===== config.mk =====
export PLATFORM = sky130hd
export DESIGN_NAME = uuid_text_parser_unit
export DESIGN_NICKNAME = d
export VERILOG_FILES = /design/src/rtl/core/utp_pkg.sv /design/src/rtl/core/utp_char_decode.sv /design/src/rtl/core/utp_form_tracker.sv /design/src/rtl/core/uuid_text_parser_unit.sv
export SDC_FILE = /design/constraint.sdc
export NUM_CORES = 1
export LEC_CHECK = 0
export BUFFER_PORTS_ARGS = -buffer_cell sky130_fd_sc_hd__buf_2
export CORE_ASPECT_RATIO = 0.5
export CORE_MARGIN = 4
export CORE_UTILIZATION = 39
export DETAILED_ROUTE_END_ITERATION = 8
export PLACE_DENSITY = 0.57
export SETUP_SLACK_MARGIN = 0.1
export SKIP_CTS_REPAIR_TIMING = 1
export SLEW_MARGIN = 20
export SYNTH_ARGS = -nofsm -noshare
export SYNTH_HDL_FRONTEND = slang
export SYNTH_HIERARCHICAL = 1
export SYNTH_SLANG_ARGS = --single-unit

===== constraint.sdc =====
create_clock -name i_clk -period 8.4 [get_ports i_clk]
set_clock_uncertainty 0.05 [all_clocks]
set_input_delay 1.26 -clock i_clk [delete_from_list [all_inputs] [get_ports i_clk]]
set_output_delay 1.26 -clock i_clk [all_outputs]
set_load 0.005 [all_outputs]

===== src/rtl/core/utp_pkg.sv =====
`timescale 1ns / 1ps
// ----------------------------------------------------------------------------
// utp_pkg
// Shared types, character codes and form-check helpers for the UUID text
// parser.
// ----------------------------------------------------------------------------
package utp_pkg;

    localparam int POS_W = 6;

    localparam logic [7:0] CHAR_HYPHEN = 8'h2D;
    localparam logic [7:0] CHAR_LBRACE = 8'h7B;
    localparam logic [7:0] CHAR_RBRACE = 8'h7D;
    localparam logic [7:0] CHAR_ZERO   = 8'h30;
    localparam logic [7:0] CHAR_NINE   = 8'h39;
    localparam logic [7:0] CHAR_LOW_A  = 8'h61;
    localparam logic [7:0] CHAR_LOW_F  = 8'h66;
    localparam logic [7:0] CHAR_UP_A   = 8'h41;
    localparam logic [7:0] CHAR_UP_F   = 8'h46;
    localparam logic [3:0] HEX_ALPHA_BASE = 4'hA;

    localparam int BARE_LEN   = 32;
    localparam int HYPHEN_LEN = 36;
    localparam int BRACE_LEN  = 38;
    localparam int POS_MAX    = 63;

    localparam logic [POS_W-1:0] HYPHEN_SLOT_0 = POS_W'(8);
    localparam logic [POS_W-1:0] HYPHEN_SLOT_1 = POS_W'(13);
    localparam logic [POS_W-1:0] HYPHEN_SLOT_2 = POS_W'(18);
    localparam logic [POS_W-1:0] HYPHEN_SLOT_3 = POS_W'(23);

    typedef struct packed {
        logic       is_hex;
        logic [3:0] digit;
        logic       is_hyphen;
        logic       is_lbrace;
        logic       is_rbrace;
    } t_char_class;

    typedef struct packed {
        logic [63:0] uuid_high;
        logic [63:0] uuid_low;
        logic        parsed_ok;
    } t_parse_result;

    function automatic logic is_hyphen_slot(input logic [POS_W-1:0] p);
        return (p == HYPHEN_SLOT_0) || (p == HYPHEN_SLOT_1) ||
               (p == HYPHEN_SLOT_2) || (p == HYPHEN_SLOT_3);
    endfunction

    // Character check for the hyphenated layout at position p.
    function automatic logic hyphen_char_ok(input logic [POS_W-1:0] p,
                                            input t_char_class cls);
        return is_hyphen_slot(p) ? cls.is_hyphen : cls.is_hex;
    endfunction

endpackage


===== src/rtl/core/utp_char_decode.sv =====
`timescale 1ns / 1ps
// ----------------------------------------------------------------------------
// utp_char_decode
// Classifies one ASCII character: hex digit value and the punctuation marks
// used by the UUID text forms.
// ----------------------------------------------------------------------------
module utp_char_decode (
    input  logic [7:0]           i_char_code,
    output utp_pkg::t_char_class o_class
);

    logic       w_dec;
    logic       w_low;
    logic       w_up;
    logic [7:0] w_off;

    always_comb begin
        w_dec = (i_char_code >= utp_pkg::CHAR_ZERO)  && (i_char_code <= utp_pkg::CHAR_NINE);
        w_low = (i_char_code >= utp_pkg::CHAR_LOW_A) && (i_char_code <= utp_pkg::CHAR_LOW_F);
        w_up  = (i_char_code >= utp_pkg::CHAR_UP_A)  && (i_char_code <= utp_pkg::CHAR_UP_F);

        priority if (w_dec) begin
            w_off = i_char_code - utp_pkg::CHAR_ZERO;
        end else if (w_low) begin
            w_off = i_char_code - utp_pkg::CHAR_LOW_A;
        end else if (w_up) begin
            w_off = i_char_code - utp_pkg::CHAR_UP_A;
        end else begin
            w_off = 8'd0;
        end

        o_class.is_hex    = w_dec | w_low | w_up;
        o_class.digit     = w_dec ? w_off[3:0]
                          : ((w_low | w_up) ? (utp_pkg::HEX_ALPHA_BASE + w_off[3:0]) : 4'd0);
        o_class.is_hyphen = (i_char_code == utp_pkg::CHAR_HYPHEN);
        o_class.is_lbrace = (i_char_code == utp_pkg::CHAR_LBRACE);
        o_class.is_rbrace = (i_char_code == utp_pkg::CHAR_RBRACE);
    end

endmodule


===== src/rtl/core/utp_form_tracker.sv =====
`timescale 1ns / 1ps
// ----------------------------------------------------------------------------
// utp_form_tracker
// Holds the digit shift register, position counter and per-form match flags,
// and forms the parse result for the final character.
// ----------------------------------------------------------------------------
module utp_form_tracker (
    input  logic                   i_clk,
    input  logic                   i_rst_n,
    input  logic                   i_accept,
    input  logic                   i_last_char,
    input  utp_pkg::t_char_class   i_class,
    output utp_pkg::t_parse_result o_result
);

    localparam int POS_W = utp_pkg::POS_W;

    logic [127:0]     r_shift;
    logic [POS_W-1:0] r_pos;
    logic             r_bare_ok;
    logic             r_hyph_ok;
    logic             r_brace_ok;

    logic [127:0]     n_shift;
    logic [POS_W-1:0] n_pos;
    logic             n_bare_ok;
    logic             n_hyph_ok;
    logic             n_brace_ok;
    logic [POS_W:0]   w_len;
    logic             w_ok;

    always_comb begin
        n_shift = i_class.is_hex ? {r_shift[123:0], i_class.digit} : r_shift;

        n_bare_ok = r_bare_ok;
        if ((r_pos < POS_W'(utp_pkg::BARE_LEN)) && !i_class.is_hex) begin
            n_bare_ok = 1'b0;
        end

        n_hyph_ok = r_hyph_ok;
        if ((r_pos < POS_W'(utp_pkg::HYPHEN_LEN)) &&
            !utp_pkg::hyphen_char_ok(r_pos, i_class)) begin
            n_hyph_ok = 1'b0;
        end

        // Brace form: '{', then the hyphenated layout shifted by one, then '}'.
        n_brace_ok = r_brace_ok;
        priority if (r_pos == '0) begin
            if (!i_class.is_lbrace) n_brace_ok = 1'b0;
        end else if (r_pos == POS_W'(utp_pkg::BRACE_LEN - 1)) begin
            if (!i_class.is_rbrace) n_brace_ok = 1'b0;
        end else if (r_pos < POS_W'(utp_pkg::BRACE_LEN - 1)) begin
            if (!utp_pkg::hyphen_char_ok(r_pos - POS_W'(1), i_class)) n_brace_ok = 1'b0;
        end else begin
            n_brace_ok = r_brace_ok;
        end

        n_pos = (r_pos < POS_W'(utp_pkg::POS_MAX)) ? r_pos + POS_W'(1) : r_pos;

        w_len = {1'b0, r_pos} + (POS_W+1)'(1);
        w_ok  = ((w_len == (POS_W+1)'(utp_pkg::BARE_LEN))   && n_bare_ok) ||
                ((w_len == (POS_W+1)'(utp_pkg::HYPHEN_LEN)) && n_hyph_ok) ||
                ((w_len == (POS_W+1)'(utp_pkg::BRACE_LEN))  && n_brace_ok);

        o_result.uuid_high = w_ok ? n_shift[127:64] : 64'd0;
        o_result.uuid_low  = w_ok ? n_shift[63:0]   : 64'd0;
        o_result.parsed_ok = w_ok;
    end

    always_ff @(posedge i_clk) begin
        if (!i_rst_n) begin
            r_shift    <= '0;
            r_pos      <= '0;
            r_bare_ok  <= 1'b1;
            r_hyph_ok  <= 1'b1;
            r_brace_ok <= 1'b1;
        end else if (i_accept) begin
            if (i_last_char) begin
                r_shift    <= '0;
                r_pos      <= '0;
                r_bare_ok  <= 1'b1;
                r_hyph_ok  <= 1'b1;
                r_brace_ok <= 1'b1;
            end else begin
                r_shift    <= n_shift;
                r_pos      <= n_pos;
                r_bare_ok  <= n_bare_ok;
                r_hyph_ok  <= n_hyph_ok;
                r_brace_ok <= n_brace_ok;
            end
        end
    end

endmodule


===== src/rtl/core/uuid_text_parser_unit.sv =====
`timescale 1ns / 1ps
// ----------------------------------------------------------------------------
// uuid_text_parser_unit
// Parses UUID text (bare, hyphenated or braced) one character per
// transaction and returns the 128-bit value on the final character.
// ----------------------------------------------------------------------------
// The result is registered: valid in the cycle after the final character is accepted.
// Throughput: one character per cycle while o_stall is low; the decode and
// shift logic ahead of the output register is combinational.
// A final character waits only while a previous result is held by the sink.
// Reset (synchronous, active low) clears the parser state and the output valid.
// ----------------------------------------------------------------------------
module uuid_text_parser_unit (
    input  logic        i_clk,
    input  logic        i_rst_n,
    input  logic        i_valid,
    output logic        o_stall,
    input  logic [7:0]  i_char_code,
    input  logic        i_last_char,
    output logic        o_valid,
    input  logic        i_stall,
    output logic [63:0] o_uuid_high,
    output logic [63:0] o_uuid_low,
    output logic        o_parsed_ok
);

    utp_pkg::t_char_class   w_class;
    utp_pkg::t_parse_result w_result;
    logic                   w_accept;

    logic                   r_out_valid;
    utp_pkg::t_parse_result r_out;

    // Only a final character needs the output slot.
    assign o_stall  = r_out_valid & i_stall & i_last_char;
    assign w_accept = i_valid & ~o_stall;

    utp_char_decode u_decode (
        .i_char_code (i_char_code),
        .o_class     (w_class)
    );

    utp_form_tracker u_tracker (
        .i_clk       (i_clk),
        .i_rst_n     (i_rst_n),
        .i_accept    (w_accept),
        .i_last_char (i_last_char),
        .i_class     (w_class),
        .o_result    (w_result)
    );

    always_ff @(posedge i_clk) begin
        if (!i_rst_n) begin
            r_out_valid <= 1'b0;
        end else if (w_accept && i_last_char) begin
            r_out_valid <= 1'b1;
        end else if (!i_stall) begin
            r_out_valid <= 1'b0;
        end
    end

    always_ff @(posedge i_clk) begin
        if (w_accept && i_last_char) begin
            r_out <= w_result;
        end
    end

    assign o_valid     = r_out_valid;
    assign o_uuid_high = r_out.uuid_high;
    assign o_uuid_low  = r_out.uuid_low;
    assign o_parsed_ok = r_out.parsed_ok;

endmodule

Yosys cells after proc, flatten, opt, wreduce, memory -nomap -nowiden
Cells that the tools add are included.

Bits in latches: 0. Memories: 0. Memory bits (read-only): 0. RAM bits: 0. Word-level logic and storage cells: 95. Input port bits: 13. Register bits after elaboration: 267.

Multiplexer cells: 24. Equal/unequal tests: 16. Reduce and logical (&&, ||, !) cells: 22. Magnitude comparators: 10. Multiply operators: 0. $add $sub $neg: 7. Bitwise operators: 7. Divide/modulo/power cells: 0. Shifts and indexed selects: 0.

Operators by type and width (count): two-way mux 128 bit (2); equality test 6 x 4 -> 1 bit, second input constant (4); equality test 6 x 5 -> 1 bit, second input constant (4); less-than comparator 6 bit, second input constant (4); equality test 7 x 6 -> 1 bit, second input constant (3); two-way mux 4 bit (5); equality test 8 x 7 -> 1 bit, second input constant (2); greater-or-equal comparator 8 x 7 -> 1 bit, second input constant (2); less-or-equal comparator 8 x 7 -> 1 bit, second input constant (2); two-way mux 1 bit (15); two-way mux 6 bit (2); subtractor 4 x 1 -> 4 bit, second input constant (3); logical AND 1 bit (9); equality test 8 x 6 -> 1 bit, second input constant (1); greater-or-equal comparator 8 x 6 -> 1 bit, second input constant (1); less-or-equal comparator 8 x 6 -> 1 bit, second input constant (1); logical OR 1 bit (8); adder 6 x 1 -> 7 bit, second input constant (1); adder 6 x 1 -> 6 bit, second input constant (1); equality test 6 bit, second input constant (1); logical NOT 6 bit (1); subtractor 6 x 1 -> 6 bit, second input constant (1); adder 4 bit, first input constant (1); bitwise AND 1 bit (3); 6 further kinds (9).

Depth between registers and ports, before layout
Gate-level depths: netlist of the first run.

Depth in word-level cells: 12. Depth in mapped cells: 14. Depth with buffers taken out: 11.

Cells and area by module
The synthesis of the first run kept the hierarchy.

By module, submodules not included: utp_form_tracker (area each 7664.9 um^2, instances 1, cells an instance 861); uuid_text_parser_unit (area each 3933.8 um^2, instances 1, cells an instance 136); utp_char_decode (area each 291.5 um^2, instances 1, cells an instance 36).

Worst setup path before layout of the first run
No wires, ideal clock.

Kind: input-to-reg. From: in i_last_char. To: reg r_out, in the netlist o_parsed_ok (enable). Arrival: 7.539 ns. Setup slack: 0.151 ns. Stages on the path: 2. Path buffers: 0. Library setup time: 0.659 ns. Required time: 7.691 ns. Cell sequence: nand2_1 -> a21oi_1.

Cells in the longest elaborated chain, start to end: 4.

RTL lines: start, declared (line uuid_text_parser_unit.sv:19) `input logic i_last_char,`; bitwise AND 1 bit (line uuid_text_parser_unit.sv:35) `assign o_stall = r_out_valid & i_stall & i_last_char;`; NOT 1 bit (line uuid_text_parser_unit.sv:36) `assign w_accept = i_valid & ~o_stall;`; bitwise AND 1 bit (line uuid_text_parser_unit.sv:36); logical AND 1 bit * (line uuid_text_parser_unit.sv:63) `if (w_accept && i_last_char) begin`; end signal, assigned (line uuid_text_parser_unit.sv:64) `r_out <= w_result;`; end, declared (line uuid_text_parser_unit.sv:32) `utp_pkg::t_parse_result r_out;`.

Mark *: on every way between the ends. The rest lies on a longest branch, timed or not. A chain may end at the register's enable or synchronous reset.

==> flow_summary.json, run 1 <==
{
  "tritoncts.num_buffers": 26,
  "dr.pass1.iters": 5,
  "clock.fmax_mhz": 196.2,
  "vias": 8279,
  "cts.htree.levels": 1,
  "postSynthRegisterBits": 267,
  "p_int_uw": 2081,
  "synth.area.mux_share_pct": 11.12,
  "hp-start": "u_tracker/r_bare_ok",
  "drt_iter0_markers": 709,
  "coreArea_um2": 29510,
  "async_flop_share_pct": 0,
  "tightestPinTransition_ns": 0.9927,
  "min_to": "u_tracker/r_bare_ok",
  "ff2ff_setup_slack_ns": 4.30,
  "grt-ovfl-total": 0,
  "finalCritPeriodShare_pct": 60.69,
  "synth_warnings": 6,
  "initial_core_util_pct": 40.29,
  "synth_cell_types": 57,
  "clockBufferDepth": 3,
  "crit_path_max_fanout": 86,
  "p_leak_uw": 0.004081,
  "cts_tree": "yes",
  "wl_per_cell_um": 17.90,
  "drc_errors": 0,
  "worstSetupEndpointType": "register",
  "seq_area_frac_synth_pct": 55.81,
  "globalRouteMet2Util_pct": 25.40,
  "antenna_cells": 0,
  "drive_gt1_share_pct": 18.23,
  "hold_path_depth": 2,
  "reg2reg_depth": 10,
  "die_h_um": 131.5,
  "finalNetCount": 1146,
  "synth.avg_cell_area_um2": 11.51,
  "finalHoldViolations": 0,
  "use_met1_pct": 22.82,
  "clock_sinks": 267,
  "fp.dieArea_um2": 33510,
  "fin_ws_ns": 3.302,
  "io_pins": 144,
  "synth_top_family_by_area": "simple AND/OR/NAND/NOR gates",
  "insertion_delay_ns": 0.53,
  "pre_cts_slack_ns": 2.808,
  "drt.antenna.violating_nets": 0,
  "vdd_ir_drop_max_v": 0.0001285,
  "startpoint_type": "input port",
  "grt_setup_unrepaired": "false",
  "clk_pin_slew_ns": 0.07,
  "port_buffers": 143,
  "finalSetupViolCount": 0,
  "p_switching_uw": 594.4,
  "final_max_slew_viol_count": 0,
  "rr_startpoint": "u_tracker/r_pos[0]",
  "synthSimpleGateAreaFrac_pct": 15.73,
  "viasPerCell": 5.404,
  "clockRootBuffer": "clkbuf_16",
  "synth-compound-area-share_pct": 11.30,
  "cp_data_required_time_ns": 8.81,
  "synth_xor_area_share_pct": 0.4420,
  "finalSetupTns_ns": 0,
  "netlist_top_cells_count": "138 x dfxtp_1, 132 x nor2b_1, 132 x nor3_1",
  "pwr-share-seq_pct": 52.4,
  "grt_pass1_vias": 8145,
  "synthTopCellsByArea": "edfxtp_1 33%, dfxtp_1 23%, mux2i_1 11%",
  "track_usage_pct": 15.94,
  "switching_share_pct": 22.22,
  "power.share.clock_pct": 42.0,
  "syn-instance-count": 1033,
  "ys.flop_type": "dfxtp_1",
  "syn2layout_area_growth_pct": 14.40,
  "fin_area_um2": 13600,
  "grt_pass1_wl_mm": 44.57,
  "final_cells": 1532,
  "status": "completed",
  "drv_cap": 0,
  "dp.cells": 1484,
  "synth_area_um2": 11890,
  "synth_top_cell_by_area": "edfxtp_1",
  "synth-edff-count": 129,
  "placement.cell_area_um2": 12780,
  "power.share.combinational_pct": 5.6,
  "critical_path_class": "in -> reg",
  "power_density_nw_per_um2": 196.7,
  "fin_crit_ns": 5.098,
  "synth_nets": 1058,
  "fp.dieW_um": 254.9,
  "grt_max_degree": 139,
  "grt_antenna_before_repair": 1,
  "max_slew_margin_pct": 33.82,
  "hpwl_mm": 16.49,
  "worstPathArrival_ns": 5.51,
  "rows": 44,
  "yosysMostFrequentCell": "dfxtp_1",
  "place.gp.congestion": 0.8285,
  "synth_top_cell_area_share_pct": 32.58,
  "use_met3_pct": 3.002,
  "top_usage_layer": "met2",
  "hold_class": "reg -> reg",
  "finalWirelength_mm": 27.43,
  "synthAdderAreaFrac_pct": 1.263,
  "regToRegEndpoint": "o_uuid_low[5]"
}
[per-stage QoR]
stage	util [%]	power, uW	hold WS (ns)
2_1_floorplan	-	1530	0.3809
3_3_place_gp	43.22	1580	0.3966
4_1_cts	46.08	2715	0.4113
5_1_grt	46.09	2787	0.4364
3_5_place_dp	43.32	1584	0.3971
6_report	46.09	2675	0.4085
[flip-flops by register name, summed over array words and instances, names as in the netlist]
name                  flops
u_tracker/r_brace_ok      1
o_parsed_ok               1
u_tracker/r_shift       128
o_uuid_low               64
u_tracker/r_hyph_ok       1
u_tracker/r_pos           6
o_valid                   1
u_tracker/r_bare_ok       1
o_uuid_high              64
[final cells by class]
type                    instances  area [um2]
clock buffers                  38       768.2
clock inverters                10       47.55
fillers                      2722       15910
inverters                      12       45.04
multi-input cells             659        4783
flip-flops and latches        267        6636
well taps                     391       489.2
repair buffers                155       832.0
[critical path, stage by stage]
cell and delay (ns):
buf_2 0.13, or4b_4 0.55, a311oi_4 0.40, or2_4 0.76, inv_1 0.22, nor2_4 0.79
buf_4 0.85, a22oi_1 0.24, nor2b_1 0.16
[metal layers]
metal  share of wire, %  routed length [um]
met5              0.047                  13
met4                1.8                 491
met3                3.8                1030
met2                 46               12610
met1                 48               13280
[cell families after synthesis]
family | Yosys count
AO/OA/AOI/OAI | 180
XOR/XNOR | 6
adder cells (fa/ha/maj) | 12
buffers and inverters | 107
flip-flops | 267
multiplexers | 132
AND/OR/NAND/NOR | 329
[layout by cell type (no fill, tap or decap), drive strengths merged, types with 6 or more instances in the layout]
master / n
nor2b: 133
edfxtp: 129
buf: 155
o21ai: 13
nor2: 13
mux2i: 131
ha: 12
dfxtp: 138
clkbuf: 38
clkinv: 9
a22oi: 125
inv: 13
nor3: 132
nand2: 17
a21oi: 6
[power groups by stage]
| stage | Clock [uW] | Combinational [uW] | Sequential [uW] |
|---|---|---|---|
| 5_1_grt | 1220 | 164 | 1400 |
| 6_report | 1120 | 150 | 1400 |
| 2_1_floorplan | 0 | 91.0 | 1440 |
| 3_3_place_gp | 0 | 148 | 1430 |
| 4_1_cts | 1160 | 152 | 1400 |
| 3_5_place_dp | 0 | 152 | 1430 |
[worst max path at each step]
stage	from	end	cells after the start
6_report	i_char_code[3]	u_tracker/r_shift[25]	9
5_1_grt	i_char_code[1]	o_uuid_high[47]	13
4_1_cts	i_char_code[1]	o_uuid_high[48]	13
3_5_place_dp	i_char_code[1]	o_uuid_high[48]	13
3_3_place_gp	i_char_code[3]	u_tracker/r_shift[20]	9
2_1_floorplan	i_last_char	o_parsed_ok	2
Note: power is estimated with default switching activity, not from simulation.
==> inputs of run 2 (changes only) <==
--- a/config.mk
+++ b/config.mk
@@ -5,6 +5,7 @@
 export SDC_FILE = /design/constraint.sdc
 export NUM_CORES = 1
 export LEC_CHECK = 0
+export ABC_AREA = 1
 export BUFFER_PORTS_ARGS = -buffer_cell sky130_fd_sc_hd__buf_2
 export CORE_ASPECT_RATIO = 0.5
 export CORE_MARGIN = 4
==> constraint.sdc (replaced) <==
create_clock -name i_clk -period 4.5 [get_ports i_clk]
set_clock_uncertainty 0.05 [all_clocks]
set_input_delay 0.675 -clock i_clk [delete_from_list [all_inputs] [get_ports i_clk]]
set_output_delay 0.675 -clock i_clk [all_outputs]
set_load 0.005 [all_outputs]
==> run 2 against run 1 <==
Critical path depth up 5. Area after synthesis increased by 3.3%. Via count grew 4.2%. Utilization is 0.14 points higher. Cell area rose by 4.3%. Non-clock buffer count is 1 higher. Critical path type unchanged. Clock power grew 130%. Cell count grew 10%. Critical endpoint is now o_uuid_low[55].
==> flow_summary.json, run 2 <==
{
  "status": "completed",
  "power.share.combinational_pct": 5.3,
  "top_usage_layer": "met2",
  "finalNetCount": 1273,
  "insertion_delay_ns": 0.54,
  "drv_cap": 0,
  "cp_data_required_time_ns": 4.72,
  "yosysMostFrequentCell": "dfxtp_1",
  "critical_path_class": "in -> reg",
  "synth_cell_types": 39,
  "postSynthRegisterBits": 267,
  "vdd_ir_drop_max_v": 0.0002283,
  "fp.dieArea_um2": 34570,
  "seq_area_frac_synth_pct": 54.02,
  "clockRootBuffer": "clkbuf_16",
  "finalCritPeriodShare_pct": 68.82,
  "dr.pass1.iters": 5,
  "p_leak_uw": 0.004624,
  "cts_tree": "yes",
  "clockBufferDepth": 3,
  "switching_share_pct": 21.29,
  "port_buffers": 143,
  "wl_per_cell_um": 16.42,
  "drt_iter0_markers": 569,
  "placement.cell_area_um2": 13190,
  "grt_setup_unrepaired": "false",
  "clock.fmax_mhz": 322.9,
  "hp-start": "i_rst_n",
  "clk_pin_slew_ns": 0.06,
  "antenna_cells": 0,
  "synth_warnings": 6,
  "rr_startpoint": "u_tracker/r_pos[0]",
  "hpwl_mm": 17.15,
  "synthTopCellsByArea": "edfxtp_1 32%, dfxtp_1 22%, mux2i_1 8.4%",
  "netlist_top_cells_count": "138 x dfxtp_1, 130 x nand2_1, 129 x edfxtp_1",
  "power_density_nw_per_um2": 384.2,
  "grt-ovfl-total": 0,
  "cts.htree.levels": 1,
  "final_cells": 1691,
  "slowest_stage": "buf_12",
  "viasPerCell": 5.101,
  "synth_area_um2": 12280,
  "syn2layout_area_growth_pct": 15.48,
  "crit_path_max_fanout": 62,
  "grt_antenna_before_repair": 0,
  "final_common_cell": "buf_2",
  "cpPeakStageDelay_ns": 0.40,
  "async_flop_share_pct": 0,
  "power.share.clock_pct": 46.7,
  "dp.cells": 1643,
  "initial_core_util_pct": 40.03,
  "use_met1_pct": 21.55,
  "ff2ff_setup_slack_ns": 1.51,
  "nFillCells": 2870,
  "grt_max_degree": 138,
  "clock_sinks": 267,
  "reg2reg_depth": 16,
  "track_usage_pct": 15.70,
  "final_max_slew_viol_count": 0,
  "io_pins": 144,
  "vias": 8626,
  "finalWirelength_mm": 27.77,
  "rows": 45,
  "min_to": "u_tracker/r_bare_ok",
  "hold_class": "in -> reg",
  "startpoint_type": "input port",
  "ys.flop_type": "dfxtp_1",
  "hold_path_depth": 2,
  "fin_area_um2": 14190,
  "drive_gt1_share_pct": 26.18,
  "synth.avg_cell_area_um2": 10.64,
  "max_slew_margin_pct": 38.28,
  "worstPathArrival_ns": 3.32,
  "fin_hold_ws_ns": 0.3452,
  "largest_register_ff_count": 128,
  "synth-edff-count": 129,
  "drc_errors": 0,
  "drt.antenna.violating_nets": 0,
  "use_met3_pct": 2.583,
  "cp_cell_sequence": "buf_2 > inv_1 > ha_1 > nor2_1 > nand2_1 > nand3_4 > nand2_8 > o21ai_0 > inv_1 > o21ai_0 > nor3_2 > nand2_4 > buf_12 > a21oi_1",
  "syn-instance-count": 1155,
  "finalSetupTns_ns": 0,
  "die_h_um": 133.5,
  "tightestPinTransition_ns": 0.9258,
  "grt_pass1_wl_mm": 45.13,
  "regToRegEndpoint": "o_uuid_low[62]",
  "p_switching_uw": 1161,
  "tritoncts.num_buffers": 26,
  "fin_crit_ns": 3.097,
  "fp.dieW_um": 259.0,
  "p_int_uw": 4290,
  "largest-register": "u_tracker/r_shift",
  "worstSetupEndpointType": "register",
  "place.gp.congestion": 0.8222,
  "synth_nets": 1180,
  "finalSetupViolCount": 0,
  "finalHoldViolations": 0,
  "final_cell_mix": "143 x buf_2, 138 x dfxtp_1, 129 x edfxtp_1",
  "grt_pass1_vias": 8374,
  "synth_top_cell_area_share_pct": 31.53,
  "globalRouteMet2Util_pct": 26.23,
  "coreArea_um2": 30690,
  "pwr-share-seq_pct": 48.0,
  "synth_top_cell_by_area": "edfxtp_1"
}
[run 2: routing by layer]
layer,vias up,part of all wire [%]
met5,-,0
met4,0,2.1
met3,39,4.2
met2,147,47
met1,4195,46
li1,4245,-
[run 2: cells by family after synthesis]
family,after synthesis,share of synthesized area [%]
compound gates,308,19.28
xor+xnor,4,0.2852
fa+ha+maj,12,1.222
buf+inv,170,6.875
flops,267,54.02
mux,103,8.393
simple gates,291,9.921
[run 2: critical path: cells and delay by family]
kind	cells	cell delay (ns)
simple gates	6	0.98
fa+ha+maj	1	0.26
buf+inv	4	0.71
compound gates	3	0.63
[run 2: how the worst max path moves through the flow]
| stage | startpoint | endpoint | cells past startpoint |
|---|---|---|---|
| 2_1_floorplan | i_stall | o_parsed_ok | 3 |
| 3_3_place_gp | i_char_code[0] | o_uuid_low[63] | 14 |
| 3_5_place_dp | i_char_code[0] | o_uuid_high[4] | 14 |
| 4_1_cts | i_char_code[0] | o_uuid_low[54] | 14 |
| 5_1_grt | i_char_code[0] | o_uuid_low[56] | 14 |
| 6_report | i_char_code[0] | o_uuid_low[55] | 14 |
[run 2: cell type report]
| class | count | area (um2) | share of cell area (%) |
|---|---|---|---|
| flip-flops and latches | 267 | 6636 | 46.78 |
| repair buffers | 156 | 875.8 | 6.174 |
| well taps | 423 | 529.3 | 3.731 |
| clock inverters | 15 | 282.8 | 1.993 |
| multi-input cells | 718 | 4835 | 34.08 |
| clock buffers | 33 | 718.2 | 5.063 |
| inverters | 79 | 309.0 | 2.179 |
[run 2: stage by stage]
stage	total power [uW]	util, %	worst slack, ns
final	5451	46.23	1.403
after global routing	5659	46.23	1.113
after floorplan	2850	-	0.6190
after global placement	2961	42.97	0.9629
after detailed placement	2966	42.97	0.8631
after CTS	5533	46.23	1.435
[run 2: power groups by stage]
stage / sequential (uW) / clock [uW] / combinational (uW)
global route: 2620 / 2720 / 319
floorplan: 2680 / 0 / 172
global placement: 2670 / 0 / 292
CTS: 2620 / 2620 / 296
detailed placement: 2670 / 0 / 296
finish: 2610 / 2550 / 291
==> inputs of run 3 (changes only) <==
==> constraint.sdc (replaced) <==
create_clock -name i_clk -period 2.7 [get_ports i_clk]
set_clock_uncertainty 0.05 [all_clocks]
set_input_delay 0.405 -clock i_clk [delete_from_list [all_inputs] [get_ports i_clk]]
set_output_delay 0.405 -clock i_clk [all_outputs]
set_load 0.005 [all_outputs]
==> run 3 against run 2 <==
Cell count grew 1.4%. Routed wire length grew 4.7%. Utilization grew 1.4 points. Largest power group unchanged. Sequential share of layout area shrank 1.3 points. Via count grew 2.4%. First-iteration DRC count grew 39%.
==> flow_summary.json, run 3 (synthesis results as in run 2) <==
{
  "worstPathArrival_ns": 2.78,
  "grt_pass1_wl_mm": 44.99,
  "vias": 8833,
  "fp.dieArea_um2": 34570,
  "grt-ovfl-total": 0,
  "drc_errors": 0,
  "pwr-share-seq_pct": 49.7,
  "cts_tree": "yes",
  "viasPerCell": 5.150,
  "max_slew_margin_pct": 48.73,
  "finalSetupViolCount": 0,
  "dr.pass1.iters": 5,
  "drt_iter0_markers": 791,
  "coreArea_um2": 30690,
  "rows": 45,
  "seq_area_um2": 6640,
  "fin_ws_ns": 0.2533,
  "syn2layout_area_growth_pct": 18.97,
  "clockBufferDepth": 3,
  "drive_gt1_share_pct": 28.10,
  "cts.htree.levels": 1,
  "critical_path_class": "reg -> reg",
  "largest-register": "u_tracker/r_shift",
  "multi_input_area_um2": 4923,
  "grt_pass1_vias": 8374,
  "power.share.combinational_pct": 5.9,
  "fin_crit_ns": 2.447,
  "clock.fmax_mhz": 408.7,
  "largest_register_ff_count": 128,
  "regToRegEndpoint": "o_uuid_high[17]",
  "pre_cts_slack_ns": 0.0002764,
  "finalWirelength_mm": 29.07,
  "hold_class": "in -> reg",
  "finalHoldViolations": 0,
  "tightestPinTransition_ns": 0.7690,
  "final_max_slew_viol_count": 0,
  "finalNetCount": 1297,
  "switching_share_pct": 21.64,
  "hold_path_depth": 2,
  "antenna_cells": 0,
  "grt_antenna_before_repair": 0,
  "finalSetupTns_ns": 0,
  "wl_per_cell_um": 16.95,
  "fp.dieW_um": 259.0,
  "cpPeakStageDelay_ns": 0.37,
  "grt_max_degree": 132,
  "finalCritPeriodShare_pct": 90.62,
  "nFillCells": 2818,
  "status": "completed",
  "tritoncts.num_buffers": 26,
  "crit_path_max_fanout": 27,
  "fin_hold_ws_ns": 0.08262,
  "p_leak_uw": 0.004780,
  "final_cell_mix": "143 x buf_2, 135 x dfxtp_1, 129 x edfxtp_1",
  "insertion_delay_ns": 0.54,
  "worstSetupEndpointType": "register",
  "die_h_um": 133.5,
  "hp-start": "i_rst_n",
  "min_to": "u_tracker/r_bare_ok",
  "p_switching_uw": 1898,
  "cp_cell_sequence": "buf_4 > ha_1 > inv_1 > nor3_4 > xor2_2 > nand3_2 > nor2_4 > nand2_8 > buf_16 > a21oi_2",
  "power_density_nw_per_um2": 600.0,
  "reg2reg_depth": 10,
  "io_pins": 144,
  "hpwl_mm": 17.64,
  "drt.antenna.violating_nets": 0,
  "initial_core_util_pct": 40.03,
  "startpoint_type": "register",
  "rr_startpoint": "u_tracker/r_pos[1]",
  "p_int_uw": 6871,
  "slowest_stage": "dfxtp_2",
  "port_buffers": 143,
  "clk_pin_slew_ns": 0.07,
  "final_common_cell": "buf_2",
  "vdd_ir_drop_max_v": 0.0003702,
  "power.share.clock_pct": 44.4,
  "clock_sinks": 267,
  "place.gp.congestion": 0.8422,
  "grt_setup_unrepaired": "false",
  "crit_buf_inv": 3,
  "ff2ff_setup_slack_ns": 0.25,
  "cp_data_required_time_ns": 3.03,
  "drv_cap": 0,
  "clockRootBuffer": "clkbuf_16",
  "fin_util_pct": 47.62,
  "crit_family": "simple AND/OR/NAND/NOR gates",
  "track_usage_pct": 15.60
}
[run 3: cell type report]
class	instances	share of cell area, %
well taps	423	3.622
repair buffers	179	8.836
clock inverters	13	1.130
multi-input cells	719	33.69
inverters	79	2.106
clock buffers	35	5.180
flip-flops and latches	267	45.44
[run 3: per-stage QoR]
| step | cells | total power, uW | instance area [um2] |
|---|---|---|---|
| finish | 1715 | 8768 | 14610 |
| global route | 1715 | 9110 | 14610 |
| CTS | 1708 | 8894 | 14410 |
| detailed placement | 1660 | 4973 | 13490 |
| global placement | 1660 | 4965 | 13490 |
| floorplan | 1155 | 4751 | 12320 |
[run 3: layer usage]
metal	GRT usage (%)	vias to the layer above	wire length, um
li1	-	4312	-
met1	21.61	4349	14050
met2	25.84	142	13600
met3	2.830	30	967
met4	3.204	0	458
met5	0	-	0
[run 3: worst max-delay path by stage]
| stage | from | end | slack, ns | cells past startpoint |
|---|---|---|---|---|
| 4_1_cts | u_tracker/r_pos[0] | o_uuid_high[63] | 0.20 | 15 |
| 3_5_place_dp | i_char_code[1] | u_tracker/r_shift[3] | 0.0003 | 19 |
| 3_3_place_gp | i_char_code[1] | o_uuid_high[29] | 0.06 | 14 |
| 6_report | u_tracker/r_pos[1] | o_uuid_high[17] | 0.25 | 10 |
| 2_1_floorplan | i_stall | o_parsed_ok | -0.16 | 3 |
| 5_1_grt | u_tracker/r_pos[1] | o_uuid_low[55] | 0.11 | 16 |
[run 3: power by group through the flow]
stage / sequential [uW] / combinational [uW] / clock (uW)
2_1_floorplan: 4460 / 288 / 0
3_3_place_gp: 4450 / 515 / 0
3_5_place_dp: 4450 / 521 / 0
4_1_cts: 4360 / 522 / 4010
5_1_grt: 4370 / 561 / 4180
6_report: 4360 / 517 / 3890
